**src/design/alarm_panel_state_machine_defines.svh**
```systemverilog
// Assertion macros used by the alarm panel state machine design file
`ifndef ALARM_PANEL_STATE_MACHINE_DEFINES_SVH
`define ALARM_PANEL_STATE_MACHINE_DEFINES_SVH

// Same-cycle implication, clocked on clk and disabled during rst
`define APSM_ASSERT_NOW(label, ante, cons, msg) \
  label: assert property (@(posedge clk) disable iff (rst) (ante) |-> (cons)) \
    else $error(msg);

// Next-cycle implication, clocked on clk and disabled during rst
`define APSM_ASSERT_NEXT(label, ante, cons, msg) \
  label: assert property (@(posedge clk) disable iff (rst) (ante) |=> (cons)) \
    else $error(msg);

`endif

```
**src/design/apsm_pkg.sv**
```systemverilog
// Shared types, codes and a helper function for the alarm panel controller
package apsm_pkg;

  // Request kinds carried on the input tuser
  localparam logic [1:0] REQ_TICK  = 2'd0;
  localparam logic [1:0] REQ_ALARM = 2'd1;
  localparam logic [1:0] REQ_MODE  = 2'd2;

  // Arm modes
  localparam logic [1:0] MODE_DISARMED = 2'd0;
  localparam logic [1:0] MODE_STAY     = 2'd1;
  localparam logic [1:0] MODE_NIGHT    = 2'd2;
  localparam logic [1:0] MODE_AWAY     = 2'd3;

  // Panel status codes
  localparam logic [3:0] ST_DISARMED = 4'd0;
  localparam logic [3:0] ST_EXIT     = 4'd4;
  localparam logic [3:0] ST_ENTRY    = 4'd5;
  localparam logic [3:0] ST_ALARM    = 4'd6;

  // Configuration register indexes
  localparam int unsigned CFG_IDX_W = 3;
  localparam logic [CFG_IDX_W-1:0] CFG_SYSTEM_ID      = 3'd0;
  localparam logic [CFG_IDX_W-1:0] CFG_EXIT_DELAYS    = 3'd1;
  localparam logic [CFG_IDX_W-1:0] CFG_ENTRY_DELAYS   = 3'd2;
  localparam logic [CFG_IDX_W-1:0] CFG_TRIG_DURATIONS = 3'd3;
  localparam logic [CFG_IDX_W-1:0] CFG_MASK_STAY      = 3'd4;
  localparam logic [CFG_IDX_W-1:0] CFG_MASK_NIGHT     = 3'd5;
  localparam logic [CFG_IDX_W-1:0] CFG_MASK_AWAY      = 3'd6;

  // Register reset values
  localparam logic [7:0]  RST_SYSTEM_ID      = 8'd1;
  localparam logic [31:0] RST_EXIT_DELAYS    = 32'h7878_7800;
  localparam logic [31:0] RST_ENTRY_DELAYS   = 32'h7878_7800;
  localparam logic [23:0] RST_TRIG_DURATIONS = 24'h78_7878;
  localparam logic [15:0] RST_ARM_MASK       = 16'hFF00;

  localparam logic [8:0] ELAPSED_MAX = 9'h1FF;

  typedef struct packed {
    logic [7:0]  system_id;
    logic [31:0] exit_delays;
    logic [31:0] entry_delays;
    logic [23:0] trigger_durations;
    logic [15:0] arm_mask_stay;
    logic [15:0] arm_mask_night;
    logic [15:0] arm_mask_away;
  } cfg_t;

  typedef struct packed {
    logic [1:0]  req_type;
    logic [31:0] alarm_word;
    logic [1:0]  new_mode;
  } item_t;

  typedef struct packed {
    logic [3:0] panel_status;
    logic [7:0] seconds_remaining;
    logic       status_changed;
  } res_t;

  // Pick one byte of a 32-bit word
  function automatic logic [7:0] byte_sel(input logic [31:0] word, input logic [1:0] idx);
    logic [31:0] sh;
    sh = word >> {idx, 3'b000};
    return sh[7:0];
  endfunction

endpackage

```
**src/design/apsm_cfg.sv**
```systemverilog
// Configuration register file of the alarm panel controller
module apsm_cfg (
  input  logic                           clk,
  input  logic                           rst,
  input  logic                           cfg_valid,
  input  logic [apsm_pkg::CFG_IDX_W-1:0] cfg_index,
  input  logic [31:0]                    cfg_data,
  output apsm_pkg::cfg_t                 cfg
);
  import apsm_pkg::*;

  // Load a register on each write; indexes past the list are dropped
  always_ff @(posedge clk) begin
    if (rst) begin
      cfg.system_id         <= RST_SYSTEM_ID;
      cfg.exit_delays       <= RST_EXIT_DELAYS;
      cfg.entry_delays      <= RST_ENTRY_DELAYS;
      cfg.trigger_durations <= RST_TRIG_DURATIONS;
      cfg.arm_mask_stay     <= RST_ARM_MASK;
      cfg.arm_mask_night    <= RST_ARM_MASK;
      cfg.arm_mask_away     <= RST_ARM_MASK;
    end else if (cfg_valid) begin
      unique case (cfg_index)
        CFG_SYSTEM_ID:      cfg.system_id         <= cfg_data[7:0];
        CFG_EXIT_DELAYS:    cfg.exit_delays       <= cfg_data;
        CFG_ENTRY_DELAYS:   cfg.entry_delays      <= cfg_data;
        CFG_TRIG_DURATIONS: cfg.trigger_durations <= cfg_data[23:0];
        CFG_MASK_STAY:      cfg.arm_mask_stay     <= cfg_data[15:0];
        CFG_MASK_NIGHT:     cfg.arm_mask_night    <= cfg_data[15:0];
        CFG_MASK_AWAY:      cfg.arm_mask_away     <= cfg_data[15:0];
        default: begin
        end
      endcase
    end
  end

endmodule

```
**src/design/apsm_fsm.sv**
```systemverilog
// Panel phase state machine with countdown and status tracking
`include "alarm_panel_state_machine_defines.svh"

module apsm_fsm (
  input  logic            clk,
  input  logic            rst,
  input  logic            step,
  input  apsm_pkg::item_t item,
  input  apsm_pkg::cfg_t  cfg,
  output apsm_pkg::res_t  res
);
  import apsm_pkg::*;

  typedef enum logic [2:0] {
    PH_DISARMED,
    PH_EXIT,
    PH_ARMING,
    PH_ARMED,
    PH_ENTRY,
    PH_ALARM
  } phase_t;

  phase_t      phase, phase_next;
  logic [1:0]  target_mode, target_mode_next;
  logic [8:0]  elapsed, elapsed_next;
  logic [7:0]  remaining, remaining_next;
  logic [3:0]  last_status;

  logic [8:0]  elapsed_inc;
  logic [7:0]  exit_dly;
  logic [7:0]  entry_dly;
  logic [7:0]  trig_dur;
  logic [15:0] arm_mask;
  logic [8:0]  exit_left;
  logic [8:0]  entry_left;
  logic        alarm_hit;
  logic [3:0]  status;

  // Per-mode timing and mask selection
  always_comb begin
    exit_dly  = byte_sel(cfg.exit_delays, target_mode);
    entry_dly = byte_sel(cfg.entry_delays, target_mode);
    trig_dur  = (target_mode == MODE_DISARMED) ? 8'd0
              : byte_sel({8'd0, cfg.trigger_durations}, target_mode - 2'd1);
    case (target_mode)
      MODE_STAY:  arm_mask = cfg.arm_mask_stay;
      MODE_NIGHT: arm_mask = cfg.arm_mask_night;
      MODE_AWAY:  arm_mask = cfg.arm_mask_away;
      default:    arm_mask = '0;
    endcase
  end

  // Saturating elapsed counter and time left on each countdown
  assign elapsed_inc = (elapsed == ELAPSED_MAX) ? elapsed : elapsed + 9'd1;
  assign exit_left   = {1'b0, exit_dly} - elapsed_inc;
  assign entry_left  = {1'b0, entry_dly} - elapsed_inc;
  assign alarm_hit   = ((item.alarm_word[15:0] & arm_mask) != 16'd0)
                    && (item.alarm_word[7:0] == cfg.system_id);

  // Next phase for the item in hand
  always_comb begin
    phase_next       = phase;
    target_mode_next = target_mode;
    elapsed_next     = elapsed;
    remaining_next   = remaining;
    case (item.req_type)
      REQ_TICK: begin
        unique case (phase)
          PH_EXIT: begin
            if (elapsed_inc >= {1'b0, exit_dly}) begin
              elapsed_next   = '0;
              remaining_next = '0;
              phase_next     = (target_mode == MODE_DISARMED) ? PH_DISARMED : PH_ARMING;
            end else begin
              elapsed_next   = elapsed_inc;
              remaining_next = exit_left[7:0];
            end
          end
          PH_ENTRY: begin
            if (elapsed_inc >= {1'b0, entry_dly}) begin
              elapsed_next   = '0;
              remaining_next = '0;
              phase_next     = PH_ALARM;
            end else begin
              elapsed_next   = elapsed_inc;
              remaining_next = entry_left[7:0];
            end
          end
          PH_ALARM: begin
            if (elapsed_inc >= {1'b0, trig_dur}) begin
              elapsed_next = '0;
              phase_next   = PH_ARMED;
            end else begin
              elapsed_next = elapsed_inc;
            end
          end
          PH_ARMING: begin
            elapsed_next = '0;
            phase_next   = PH_ARMED;
          end
          default: begin
          end
        endcase
      end
      REQ_ALARM: begin
        if (phase == PH_ARMED && alarm_hit) begin
          remaining_next = entry_dly;
          elapsed_next   = '0;
          phase_next     = PH_ENTRY;
        end
      end
      REQ_MODE: begin
        if (item.new_mode != target_mode) begin
          target_mode_next = item.new_mode;
          remaining_next   = byte_sel(cfg.exit_delays, item.new_mode);
          elapsed_next     = '0;
          phase_next       = PH_EXIT;
        end
      end
      default: begin
      end
    endcase
  end

  // Status seen after this item
  always_comb begin
    unique case (phase_next)
      PH_EXIT:   status = ST_EXIT;
      PH_ENTRY:  status = ST_ENTRY;
      PH_ALARM:  status = ST_ALARM;
      PH_ARMED:  status = {2'b00, target_mode_next};
      PH_ARMING: status = (target_mode_next == MODE_DISARMED) ? ST_DISARMED
                        : ST_ALARM + {2'b00, target_mode_next};
      default:   status = ST_DISARMED;
    endcase
    res.panel_status      = status;
    res.seconds_remaining = (phase_next == PH_EXIT || phase_next == PH_ENTRY)
                          ? remaining_next : 8'd0;
    res.status_changed    = (status != last_status);
  end

  // Hold state; advance on each item
  always_ff @(posedge clk) begin
    if (rst) begin
      phase       <= PH_DISARMED;
      target_mode <= MODE_DISARMED;
      elapsed     <= '0;
      remaining   <= '0;
      last_status <= ST_DISARMED;
    end else if (step) begin
      phase       <= phase_next;
      target_mode <= target_mode_next;
      elapsed     <= elapsed_next;
      remaining   <= remaining_next;
      last_status <= status;
    end
  end

  `APSM_ASSERT_NOW(a_disarmed_no_target, phase == PH_DISARMED,
    target_mode == MODE_DISARMED, "disarmed with a target mode set")
  `APSM_ASSERT_NOW(a_armed_has_target,
    phase == PH_ARMED || phase == PH_ARMING || phase == PH_ENTRY || phase == PH_ALARM,
    target_mode != MODE_DISARMED, "armed phase without a target mode")
  `APSM_ASSERT_NEXT(a_idle_holds, !step,
    $stable(phase) && $stable(elapsed) && $stable(last_status), "state moved without an item")
  `APSM_ASSERT_NEXT(a_arming_one_tick, step && item.req_type == REQ_TICK && phase == PH_ARMING,
    phase == PH_ARMED, "arming lasted more than one tick")

endmodule

```
**src/design/alarm_panel_state_machine.sv**
```systemverilog
// Alarm panel controller: one result item per request item, one item per clock cycle while
// the output is not stalled. Requests (tick, device alarm word, mode change) arrive on the
// s_ side; each gives one status item on the m_ side after passing through the input
// register and then the output register, which the phase logic loads as it updates state.
// A new item is taken every cycle while the output is free or being taken. Configuration
// writes are taken at any time (cfg_ready is always high) and must only occur while no item
// is in flight.
module alarm_panel_state_machine (
  input  logic                           clk,
  input  logic                           rst,
  input  logic                           s_tvalid,
  output logic                           s_tready,
  input  logic [39:0]                    s_tdata,  // alarm_word[31:0], new_mode[33:32], zero
  input  logic [1:0]                     s_tuser,  // req_type[1:0]
  output logic                           m_tvalid,
  input  logic                           m_tready,
  output logic [15:0]                    m_tdata,  // panel_status[3:0],
                                                   // seconds_remaining[11:4],
                                                   // status_changed[12], zero
  input  logic                           cfg_valid,
  output logic                           cfg_ready,
  input  logic [apsm_pkg::CFG_IDX_W-1:0] cfg_index,
  input  logic [31:0]                    cfg_data
);
  import apsm_pkg::*;

  cfg_t  cfg;
  item_t in_item;
  logic  in_valid;
  res_t  res;
  res_t  out_res;
  logic  out_free;
  logic  step;

  assign cfg_ready = 1'b1;

  apsm_cfg u_cfg (
    .clk       (clk),
    .rst       (rst),
    .cfg_valid (cfg_valid),
    .cfg_index (cfg_index),
    .cfg_data  (cfg_data),
    .cfg       (cfg)
  );

  // Advance when the output register can take the result
  assign out_free = !m_tvalid || m_tready;
  assign step     = in_valid && out_free;
  assign s_tready = !in_valid || out_free;

  // Input register
  always_ff @(posedge clk) begin
    if (rst) begin
      in_valid <= 1'b0;
    end else if (s_tready) begin
      in_valid <= s_tvalid;
    end
  end

  always_ff @(posedge clk) begin
    if (s_tready && s_tvalid) begin
      in_item.req_type   <= s_tuser;
      in_item.alarm_word <= s_tdata[31:0];
      in_item.new_mode   <= s_tdata[33:32];
    end
  end

  apsm_fsm u_fsm (
    .clk  (clk),
    .rst  (rst),
    .step (step),
    .item (in_item),
    .cfg  (cfg),
    .res  (res)
  );

  // Output register
  always_ff @(posedge clk) begin
    if (rst) begin
      m_tvalid <= 1'b0;
    end else if (out_free) begin
      m_tvalid <= in_valid;
    end
  end

  always_ff @(posedge clk) begin
    if (step) begin
      out_res <= res;
    end
  end

  assign m_tdata = {3'b000, out_res.status_changed, out_res.seconds_remaining,
                    out_res.panel_status};

endmodule

```
**config.mk**
```make
export PLATFORM = sky130hd
export DESIGN_NAME = alarm_panel_state_machine
export DESIGN_NICKNAME = d
export VERILOG_FILES = /design/src/design/apsm_pkg.sv /design/src/design/apsm_cfg.sv /design/src/design/apsm_fsm.sv /design/src/design/alarm_panel_state_machine.sv
export VERILOG_INCLUDE_DIRS = /design/src /design/src/design
export SDC_FILE = /design/constraint.sdc
export NUM_CORES = 1
export LEC_CHECK = 0
export ABC_AREA = 0
export BUFFER_PORTS_ARGS = -buffer_cell sky130_fd_sc_hd__buf_2
export CORE_MARGIN = 10
export CORE_UTILIZATION = 45
export CTS_CLUSTER_SIZE = 30
export DETAILED_ROUTE_END_ITERATION = 8
export GPL_TIMING_DRIVEN = 0
export PLACE_DENSITY = 0.63
export SETUP_SLACK_MARGIN = 0.1
export SYNTH_ARGS = -nofsm -noshare
export SYNTH_HDL_FRONTEND = slang
export SYNTH_SLANG_ARGS = --single-unit
```
**constraint.sdc**
```tcl
create_clock -name clk -period 10.38 [get_ports clk]
set_input_delay 2.595 -clock clk [delete_from_list [all_inputs] [get_ports clk]]
set_output_delay 2.595 -clock clk [all_outputs]
set_load 0.03 [all_outputs]
```
### After elaboration in Yosys (flattened, before gate mapping)

Index checks and enable logic that the tools add are counted.

* output and inout port bits: 19
* bits in registers: 205
* word-level logic and storage cells: 112

* reductions and logical operators: 23
* $lt $le $gt $ge: 3
* shifts and indexed selects: 4
* eq/ne operators: 28
* add/sub/neg operators: 5
* bitwise operators: 1
* multiplexer cells: 28

Operators by type and width (number)
* right shift 32 x 5 -> 8 bit: 3
* 2-to-1 mux 9 bit: 6
* one-hot mux 16 bit (3 select lines): 1
* 2-to-1 mux 8 bit: 5
* one-hot mux 9 bit (4 select lines): 1
* greater-or-equal comparator 9 x 8 -> 1 bit: 3
* one-hot mux 9 bit (3 select lines): 1
* one-hot mux 8 bit (3 select lines): 1
* right shift 24 x 5 -> 8 bit: 1
* == test 3 bit, second input constant: 7
* one-hot mux 4 bit (5 select lines): 1
* == test 3 x 2 -> 1 bit, second input constant: 6
* AND 16 bit: 1
* one-hot mux 8 bit (2 select lines): 1
* nonzero test 16 bit: 1
* subtractor 8 bit: 2
* 2-to-1 mux 3 bit: 5
* AND reduction 2 bit: 7
* one-hot mux 3 bit (4 select lines): 1
* adder 9 x 1 -> 9 bit, second input constant: 1
* == test 3 x 1 -> 1 bit, second input constant: 3
* == test 9 bit, second input constant: 1
* one-hot mux 3 bit (3 select lines): 1
* == test 8 bit: 1
* 17 further kinds: 31

### Logic depth before layout (Yosys ltp)

Gate-level depths: netlist of run 1.

* depth in word-level cells: 11
* mapped depth: 24

### Hierarchy

From an unflattened synthesis of run 1, not the netlist that was laid out.

* cells, all modules: 1130
* area total of the unflattened synthesis: 11609.9 um^2

Modules (own cells, without submodules)
* apsm_cfg: instances 1, area each 5592.9 um^2, cells each 522
* apsm_fsm: instances 1, area each 4404.2 um^2, cells each 543
* alarm_panel_state_machine: instances 1, area each 1612.8 um^2, cells each 65

### Worst setup path before layout of run 1

No wires, ideal clock.

* path type: register -> register
* start: register u_fsm.target_mode[0]
* end: register out_res (netlist bit m_tdata[12]), data pin
* cell stages (with the launch flop): 24
* path slack: 4.521 ns
* arrival: 5.587 ns
* buffers on the path: 6
* cells stage by stage: dfxtp_1 -> buf_6 -> buf_2 -> buf_1 -> inv_1 -> clkbuf_1 -> ha_1 -> buf_2 -> buf_1 -> mux2i_1 -> nor2_1 -> a31oi_1 -> nor2_1 -> ha_1 -> a21bo_2 -> a21oi_1 -> a211oi_1 -> o41ai_1 -> a21o_1 -> a221oi_4 -> nor2_2 -> mux2_4 -> mux2_4 -> or4_1

RTL lines
* from (decl): line apsm_fsm.sv:24 `logic [1:0] target_mode, target_mode_next;`
* from (signal assigned): line apsm_fsm.sv:152 `target_mode <= target_mode_next;`
* to (signal assigned): line alarm_panel_state_machine.sv:88 `out_res <= res;`
* to (decl): line alarm_panel_state_machine.sv:31 `res_t out_res;`

==> results of run 1 <==
==> area by class of cell <==
cell class	count	share of cell area
tap	319	0.0321
sequential	205	0.356
buffer	78	0.0286
clock inverter	16	0.0143
inverter	59	0.0179
multi-input combinational	914	0.470
clock buffer	28	0.0511
timing repair buffer	73	0.0294
==> cell families (layout without fill, tap and decap cells) <==
family	Yosys count	after routing	share of synthesized area
xor+xnor	33	33	0.0266
simple gates	531	531	0.228
compound gates	261	261	0.166
buf+inv	137	254	0.0532
other cells	2	4	0.000692
mux	42	42	0.0675
fa+ha+maj	43	43	0.0496
flops	205	205	0.408
==> how the worst max path moves through the flow <==
stage                  endpoint                  from  cells after the start
CTS                 m_tdata[12]  u_fsm.target_mode[0]                     23
global placement    m_tdata[12]  u_fsm.target_mode[0]                     23
detailed placement  m_tdata[12]  u_fsm.target_mode[0]                     23
global route        m_tdata[12]  u_fsm.target_mode[0]                     23
finish              m_tdata[12]  u_fsm.target_mode[0]                     23
floorplan           m_tdata[12]  u_fsm.target_mode[0]                     23
==> worst register-to-register path, stage by stage (launching register included) <==
cell and delay [ns]:
dfxtp_1 0.38, buf_6 0.17, buf_2 0.35, buf_1 0.72
inv_1 0.21, clkbuf_1 0.32, ha_1 0.43, buf_2 0.25
buf_1 0.45, mux2i_1 0.24, nor2_1 0.06, a31oi_1 0.36
nor2_1 0.09, ha_1 0.29, a21bo_2 0.21, a21oi_1 0.18
a211oi_1 0.10, o41ai_1 0.77, a21o_1 0.30, a221oi_4 0.13
nor2_2 0.37, mux2_4 0.34, mux2_4 0.25, or4_1 0.53
==> where the power goes <==
group | internal (mW) | leakage, nW | switching, mW
Combinational | 0.0904 | 2.77 | 0.158
Sequential | 0.834 | 1.72 | 0.0153
Clock | 0.497 | 0.391 | 0.368
==> state kept, by name, indices dropped and copies added (netlist names) <==
signal             flops
u_fsm.phase            3
u_cfg.cfg            144
u_fsm.remaining        8
u_fsm.elapsed          9
in_valid               1
u_fsm.target_mode      2
in_item               20
m_tvalid               1
m_tdata               13
u_fsm.last_status      4
==> routing by layer <==
metal	GRT usage	vias to the layer above	part of all wire
li1	-	4618	-
met1	0.286	4513	0.43
met2	0.326	426	0.43
met3	0.0412	87	0.083
met4	0.104	0	0.050
met5	0	-	0
==> cell usage in the layout (no fill, tap or decap), drive strengths merged, types with 24 or more instances in the layout <==
master,n
inv,60
edfxtp,33
mux4,24
clkbuf,81
a21oi,114
buf,98
ha,43
dfxtp,172
nand3b,64
nand2,322
nor2,57
==> impl_metrics.json, run 1 <==
{
  "critPathSlowestCell": "o41ai_1",
  "fin_util": 0.527,
  "synth_cell_types": 84,
  "route.detailed.drc": 0,
  "drt_iter0_drc": 966,
  "p_leak_nw": 4.88,
  "hold_depth": 2,
  "setup_viol": 0,
  "avgViaCountPerCell": 5.70,
  "fin_nets": 1480,
  "final_hold_viol_count": 0,
  "start_util": 0.460,
  "hp-start": "u_cfg.cfg[79]",
  "setup_tns_ns": 0,
  "yosys_most_used_dff": "dfxtp_1",
  "stdcell_count": 1692,
  "slew_viol_final": 0,
  "ant_nets": 0,
  "synth_edf_count": 33,
  "wl_per_cell_um": 19.9,
  "ctsResizeCount": 0,
  "synth_top_area_cell": "dfxtp_1",
  "antenna_found_initial": 0,
  "cts_buffer_depth": 3,
  "cp-end-kind": "register",
  "hpwl_mm": 25.0,
  "cp_cell_sequence": "buf_6 -> buf_2 -> buf_1 -> inv_1 -> clkbuf_1 -> ha_1 -> buf_2 -> buf_1 -> mux2i_1 -> nor2_1 -> a31oi_1 -> nor2_1 -> ha_1 -> a21bo_2 -> a21oi_1 -> a211oi_1 -> o41ai_1 -> a21o_1 -> a221oi_4 -> nor2_2 -> mux2_4 -> mux2_4 -> or4_1",
  "fill_cells": 2250,
  "grt_pass1_wl_mm": 52.5,
  "fin_hold_ws_ns": 0.452,
  "worst_clock_skew_ns": 0.0133,
  "worstPathArrival_ns": 8.05,
  "diodes": 0,
  "clkTransAtPathRegs_ns": 0.07,
  "gp_congestion": 0.923,
  "p_per_area_nw_per_um2": 158,
  "synth_top_area_share": 0.317,
  "cts-buffers-inserted": 24,
  "wl_mm": 33.6,
  "num_io_pins": 101,
  "worst_slack_ns": 2.60,
  "power.total_mw": 1.96,
  "ys_seq_area_frac": 0.408,
  "syn_area_um2": 10900,
  "slowest_delay_ns": 0.77,
  "cts_num_sinks": 205,
  "die_area_um2": 30700,
  "grt_max_degree": 23,
  "synthCells": 1254,
  "clock_latency_ns": 0.55,
  "min_to": "u_cfg.cfg[79]",
  "synth.most_common_cell": "nand2_1",
  "cts_tree": "built",
  "multi_input_area_um2": 5850,
  "grt_overflow_total": 0,
  "fmax_ghz": 0.129,
  "rsz0062_at_grt": "no",
  "drt-pass1-iter-count": 6,
  "timing.final.crit_share": 0.749,
  "port_buffers": 73,
  "r2r_setup_slack_ns": 2.60,
  "die_h_um": 175,
  "worst-path-buf-inv": 7,
  "worst_pin_slew_ns": 1.17,
  "cp_max_fo": 11,
  "rr_startpoint": "u_fsm.target_mode[0]",
  "synth_seq_cells": 205,
  "regToRegEndpoint": "m_tdata[12]",
  "grt_pass1_vias": 9268,
  "max_slew_margin": 0.219,
  "dp_slack_ns": 2.72,
  "cts_max_level": 1,
  "async_flop_share": 0,
  "required_ns": 10.65,
  "reg2regPathDepth": 23,
  "worstSetupStartpointType": "register",
  "layout-area-overhead-vs-synth_pct": 14.6,
  "yosysWarnings": 0,
  "grt_usage": 0.214,
  "outcome": "complete, no violations",
  "place_inst": 1648,
  "netlist_top_cells_count": "322 x nand2_1, 172 x dfxtp_1, 113 x a21oi_1",
  "placed_area_um2": 11600,
  "critPathTopFamily": "buffers and inverters",
  "path_class": "reg -> reg",
  "ir_worst_vdd_mv": 0.194,
  "holdBufCountCts": 0,
  "seq_area_um2": 4430,
  "hold_class": "reg -> reg",
  "die_w_um": 175,
  "timing.final.crit_period_ns": 7.78,
  "drive_gt1_frac": 0.134,
  "vias": 9644,
  "rows": 56,
  "cts_setup_buffers": 0,
  "design_area_um2": 12400,
  "cap_viol_max_count": 0,
  "syn_avg_cell_area_um2": 8.66,
  "cts-root-buf": "clkbuf_16",
  "core_area_um2": 23600,
  "yosys-top-cells-area": "dfxtp_1 32%, nand2_1 11%, edfxtp_1 9.1%, a21oi_1 5.2%, mux4_2 5.0%"
}
(Power assumes the default switching activity.)
==> run 2, diff against run 1 <==
--- a/config.mk
+++ b/config.mk
@@ -13,7 +13,7 @@
 export CTS_CLUSTER_SIZE = 30
 export DETAILED_ROUTE_END_ITERATION = 8
 export GPL_TIMING_DRIVEN = 0
-export PLACE_DENSITY = 0.63
+export PLACE_DENSITY = 0.66
 export SETUP_SLACK_MARGIN = 0.1
 export SYNTH_ARGS = -nofsm -noshare
 export SYNTH_HDL_FRONTEND = slang
==> constraint.sdc (replaced) <==
create_clock -name clk -period 6.95 [get_ports clk]
set_input_delay 1.7375 -clock clk [delete_from_list [all_inputs] [get_ports clk]]
set_output_delay 1.7375 -clock clk [all_outputs]
set_load 0.03 [all_outputs]
==> run 2 against run 1 <==
- via count down 0.97%
- total power up 44%
- non-clock buffer count down 3
- critical endpoint unchanged
- setup slack worse by 2.2 ns
- count of clock-buffer cells in the layout up 5
- die area unchanged
- sequential share of layout area up 0.21 points
- highest routed layer unchanged
- fmax up 20%
- sequential power up 50%
- cell area down 0.58%
- global-route usage down 0.32 points
- utilization down 0.31 points
==> impl_metrics.json, run 2 (synthesis results as in run 1) <==
{
  "num_io_pins": 101,
  "design_area_um2": 12400,
  "required_ns": 7.20,
  "cts_tree": "built",
  "die_area_um2": 30700,
  "met2_usage": 0.350,
  "avgViaCountPerCell": 5.65,
  "slew_viol_final": 0,
  "placed_area_um2": 11600,
  "p_per_area_nw_per_um2": 229,
  "slowest_delay_ns": 0.56,
  "worstPathArrival_ns": 6.75,
  "fmax_ghz": 0.154,
  "grt_pass1_wl_mm": 52.0,
  "swShare": 0.269,
  "fill_cells": 2282,
  "met3_usage": 0.0375,
  "intPower_mw": 2.07,
  "largest_register_ff_count": 144,
  "worst-path-buf-inv": 5,
  "vias": 9550,
  "drt-pass1-iter-count": 8,
  "gp_congestion": 0.959,
  "grt.busiest_layer": "met2",
  "antenna_found_initial": 0,
  "cts-buffers-inserted": 24,
  "place_inst": 1648,
  "rsz0062_at_grt": "no",
  "multi_input_area_um2": 5860,
  "cp_cell_sequence": "buf_6 -> inv_1 -> clkbuf_1 -> ha_1 -> buf_2 -> buf_1 -> mux2i_1 -> nor2_1 -> a31oi_1 -> nor2_1 -> ha_1 -> a21bo_2 -> a21oi_1 -> a211oi_1 -> o41ai_2 -> a21o_1 -> a221oi_4 -> nor2_2 -> mux2_4 -> mux2_4 -> or4_1",
  "grt_max_degree": 25,
  "drive_gt1_frac": 0.131,
  "timing.final.crit_period_ns": 6.50,
  "die_w_um": 175,
  "cts_num_sinks": 205,
  "grt_pass1_vias": 9330,
  "wl_mm": 33.4,
  "clkPwrFrac": 0.421,
  "critPathTopFamily": "compound AO/OA/AOI/OAI gates",
  "wl_per_cell_um": 19.8,
  "setup_viol": 0,
  "rows": 56,
  "fin_nets": 1477,
  "ir_worst_vdd_mv": 0.168,
  "max_slew_margin": 0.207,
  "p_leak_nw": 4.84,
  "timing.final.crit_share": 0.935,
  "die_h_um": 175,
  "grt_overflow_total": 0,
  "cp_max_fo": 24,
  "worst_pin_slew_ns": 1.19,
  "cp-end-kind": "register",
  "holdBufCountCts": 0,
  "grt_usage": 0.211,
  "final_cell_mix": "322 x nand2_1, 172 x dfxtp_1, 113 x a21oi_1",
  "seq_area_um2": 4430,
  "power.total_mw": 2.83,
  "core_area_um2": 23600,
  "seq_power_share": 0.448,
  "grtUsageMet1": 0.271,
  "cts_setup_buffers": 0,
  "cts-root-buf": "clkbuf_16",
  "hpwl_mm": 25.3,
  "stdcell_count": 1689,
  "worst_clock_skew_ns": 0.0177,
  "clock_latency_ns": 0.53,
  "cts_max_level": 1,
  "fin_util": 0.524,
  "path_class": "reg -> reg",
  "p_switching_mw": 0.762,
  "start_util": 0.460,
  "clkTransAtPathRegs_ns": 0.06,
  "worstSetupStartpointType": "register",
  "cap_viol_max_count": 0,
  "hold_class": "reg -> reg",
  "port_buffers": 73,
  "drt_iter0_drc": 808,
  "layout_commonest_cell": "nand2_1",
  "critPathSlowestCell": "o41ai_2",
  "outcome": "complete, no violations",
  "setup_tns_ns": 0,
  "cts_buffer_depth": 3,
  "combPwrFrac": 0.131,
  "ant_nets": 0,
  "regMostFlops": "u_cfg.cfg",
  "layout-area-overhead-vs-synth_pct": 13.9,
  "final_hold_viol_count": 0,
  "route.detailed.drc": 0,
  "diodes": 0
}
-- run 2: per-stage QoR --
stage	setup slack, ns	hold WS, ns
2_1_floorplan	1.09	0.433
3_3_place_gp	-0.637	0.439
3_5_place_dp	-0.665	0.446
4_1_cts	0.297	0.453
5_1_grt	0.221	0.474
6_report	0.452	0.452
-- run 2: cell type report --
cell class | instances | share of cell area
Timing Repair Buffer | 73 | 0.0295
Buffer | 75 | 0.0277
Sequential cell | 205 | 0.359
Tap cell | 319 | 0.0323
Clock buffer | 33 | 0.0554
Clock inverter | 11 | 0.00486
Multi-Input combinational cell | 914 | 0.474
Inverter | 59 | 0.0180
-- run 2: power groups by stage --
stage / clock network [mW] / registers [mW] / logic, mW
2_1_floorplan: 0 / 1.30 / 0.236
3_3_place_gp: 0 / 1.29 / 0.361
3_5_place_dp: 0 / 1.29 / 0.365
4_1_cts: 1.21 / 1.27 / 0.367
5_1_grt: 1.26 / 1.27 / 0.403
6_report: 1.19 / 1.27 / 0.371
-- run 2: layer usage --
metal	up-vias	wire length [um]
li1	4589	-
met1	4551	14200
met2	353	15800
met3	57	2540
met4	0	910
met5	-	0
-- run 2: final timing paths --
path                            slack (ns)        endpoint                 start  cells past startpoint
worst min-delay path                  0.45  u_cfg.cfg[103]        u_cfg.cfg[103]                      2
worst max register to register        0.45     m_tdata[12]  u_fsm.target_mode[0]                     21
worst min register to register        0.45  u_cfg.cfg[103]        u_cfg.cfg[103]                      2
worst max-delay path                  0.45     m_tdata[12]  u_fsm.target_mode[0]                     21
-- run 2: what timing repair did --
item,in CTS,in global routing
setup endpoints to repair,20,1
gates cloned,0,0
resized for setup,1,0
-- run 2: worst min-delay path: stages (launching register included) --
cell	delay, ns
dfxtp_1	0.31
nand2_1	0.05
a21oi_1	0.05
==> run 3, diff against run 2 <==
--- a/config.mk
+++ b/config.mk
@@ -14,6 +14,7 @@
 export DETAILED_ROUTE_END_ITERATION = 8
 export GPL_TIMING_DRIVEN = 0
 export PLACE_DENSITY = 0.66
+export RECOVER_POWER = 50
 export SETUP_SLACK_MARGIN = 0.1
 export SYNTH_ARGS = -nofsm -noshare
 export SYNTH_HDL_FRONTEND = slang
==> run 3 against run 2 <==
- the run now ends with capacitance limit, slew limit left
- cell area shrank 0.15%
- via count shrank 0.25%
- cell count is the same
- fmax grew 0.15%
- first-iteration DRC count grew 4.1%
- non-clock buffer count is the same
- combinational power is essentially flat
- setup slack gained 0.0099 ns
- die area is the same
- largest power group unchanged
- clock skew shrank 0.00058 ns
- sequential share of layout area grew 0.055 points
- highest routed layer unchanged
==> impl_metrics.json, run 3 (synthesis results as in run 1) <==
{
  "timing.final.crit_period_ns": 6.49,
  "worst_pin_slew_ns": 1.63,
  "hold_depth": 2,
  "port_buffers": 73,
  "ir_worst_vdd_mv": 0.170,
  "required_ns": 7.20,
  "reg2regPathDepth": 21,
  "setup_tns_ns": 0,
  "max_slew_margin": -0.0864,
  "wl_per_cell_um": 19.8,
  "ant_nets": 0,
  "vias": 9526,
  "largest_register_ff_count": 144,
  "drt-pass1-iter-count": 7,
  "num_io_pins": 101,
  "fin_nets": 1477,
  "p_per_area_nw_per_um2": 229,
  "route.detailed.drc": 0,
  "cts-buffers-inserted": 24,
  "die_h_um": 175,
  "cts_max_level": 1,
  "rsz0062_at_grt": "no",
  "hpwl_mm": 25.3,
  "clock_latency_ns": 0.53,
  "grt_overflow_total": 0,
  "p_switching_mw": 0.762,
  "clkTransAtPathRegs_ns": 0.06,
  "layout_commonest_cell": "nand2_1",
  "cap_viol_max_count": 1,
  "final_cell_mix": "322 x nand2_1, 172 x dfxtp_1, 113 x a21oi_1",
  "rr_startpoint": "u_fsm.target_mode[0]",
  "wl_mm": 33.4,
  "r2r_setup_slack_ns": 0.46,
  "cts_tree": "built",
  "stdcell_count": 1689,
  "grt_pass1_wl_mm": 52.0,
  "diodes": 0,
  "swShare": 0.269,
  "dp_slack_ns": -0.665,
  "slew_viol_final": 21,
  "drt_iter0_drc": 841,
  "fin_util": 0.523,
  "avgViaCountPerCell": 5.64,
  "outcome": "finished, violations left",
  "gp_congestion": 0.959,
  "layout-area-overhead-vs-synth_pct": 13.8,
  "placed_area_um2": 11600,
  "final_hold_viol_count": 0,
  "design_area_um2": 12300,
  "rows": 56,
  "regToRegEndpoint": "m_tdata[12]",
  "fin_hold_ws_ns": 0.452,
  "cts_num_sinks": 205,
  "worst_clock_skew_ns": 0.0171,
  "start_util": 0.460,
  "p_leak_nw": 4.79,
  "intPower_mw": 2.07,
  "clkPwrFrac": 0.421,
  "grt_usage": 0.211,
  "cp_max_fo": 24,
  "worst_slack_ns": 0.462,
  "hold_class": "reg -> reg",
  "setup_viol": 0,
  "path_class": "reg -> reg",
  "die_area_um2": 30700,
  "drive_gt1_frac": 0.120,
  "violations": "capacitance limit, slew limit",
  "hp-start": "u_cfg.cfg[103]",
  "worstSetupStartpointType": "register",
  "die_w_um": 175,
  "worstPathArrival_ns": 6.74,
  "fmax_ghz": 0.154,
  "timing.final.crit_share": 0.934,
  "regMostFlops": "u_cfg.cfg",
  "cts_buffer_depth": 3,
  "grt_pass1_vias": 9330,
  "antenna_found_initial": 0,
  "combPwrFrac": 0.131,
  "power.total_mw": 2.83,
  "fill_cells": 2290,
  "place_inst": 1648,
  "min_to": "u_cfg.cfg[103]",
  "cp-end-kind": "register",
  "grt_max_degree": 25,
  "core_area_um2": 23600,
  "seq_power_share": 0.448,
  "cts-root-buf": "clkbuf_16",
  "cts_setup_buffers": 0
}
## run 3: cell count changes in the layout (fill, tap and decap cells not counted)
cell      change
buf_2        -15
and2_0        +1
clkbuf_1     +15
and2_1        -1
## run 3: worst max path at each step
stage | startpoint | to | slack, ns | cells after the start
CTS | u_fsm.target_mode[1] | m_tdata[12] | 0.30 | 21
global route | u_fsm.target_mode[0] | m_tdata[12] | 0.22 | 21
global placement | u_fsm.target_mode[0] | m_tdata[12] | -0.64 | 23
finish | u_fsm.target_mode[0] | m_tdata[12] | 0.46 | 21
detailed placement | u_fsm.target_mode[0] | m_tdata[12] | -0.66 | 23
floorplan | u_fsm.target_mode[0] | m_tdata[12] | 1.09 | 23
## run 3: critical path, cell delays in order, from the launching register on
cell and delay, ns:
dfxtp_1 0.38, buf_6 0.31, inv_1 0.14, clkbuf_1 0.29, ha_1 0.41, buf_2 0.22
buf_1 0.47, mux2i_1 0.25, nor2_1 0.06, a31oi_1 0.33, nor2_1 0.08, ha_1 0.31
a21bo_2 0.21, a21oi_1 0.18, a211oi_1 0.11, o41ai_2 0.56, a21o_1 0.28, a221oi_4 0.13
nor2_2 0.35, mux2_4 0.33, mux2_4 0.26, or4_1 0.51
## run 3: area by class of cell
type,instances,area [um2],area share
Inverter,59,223,0.0180
Sequential cell,205,4430,0.359
Clock buffer,33,686,0.0555
Tap cell,319,399,0.0323
Clock inverter,11,60.1,0.00486
Multi-Input combinational cell,914,5860,0.474
Buffer,75,343,0.0278
Timing Repair Buffer,73,347,0.0281
## run 3: what timing repair did
| action | 4_1_cts | 5_1_grt |
|---|---|---|
| hold buffers | 0 | 0 |
| gates resized for setup | 1 | 0 |
| setup endpoints to repair | 20 | 1 |
## run 3: metal layers
metal,vias to the layer above,track usage,wire [um]
li1,4587,-,-
met2,349,0.350,15700
met5,-,0,0
met3,59,0.0375,2540
met4,0,0.0706,928
met1,4531,0.271,14200
## run 3: power groups by stage
stage | clock, mW | sequential, mW | combinational [mW]
2_1_floorplan | 0 | 1.30 | 0.236
3_3_place_gp | 0 | 1.29 | 0.361
3_5_place_dp | 0 | 1.29 | 0.365
4_1_cts | 1.21 | 1.27 | 0.367
5_1_grt | 1.26 | 1.27 | 0.402
6_report | 1.19 | 1.27 | 0.370
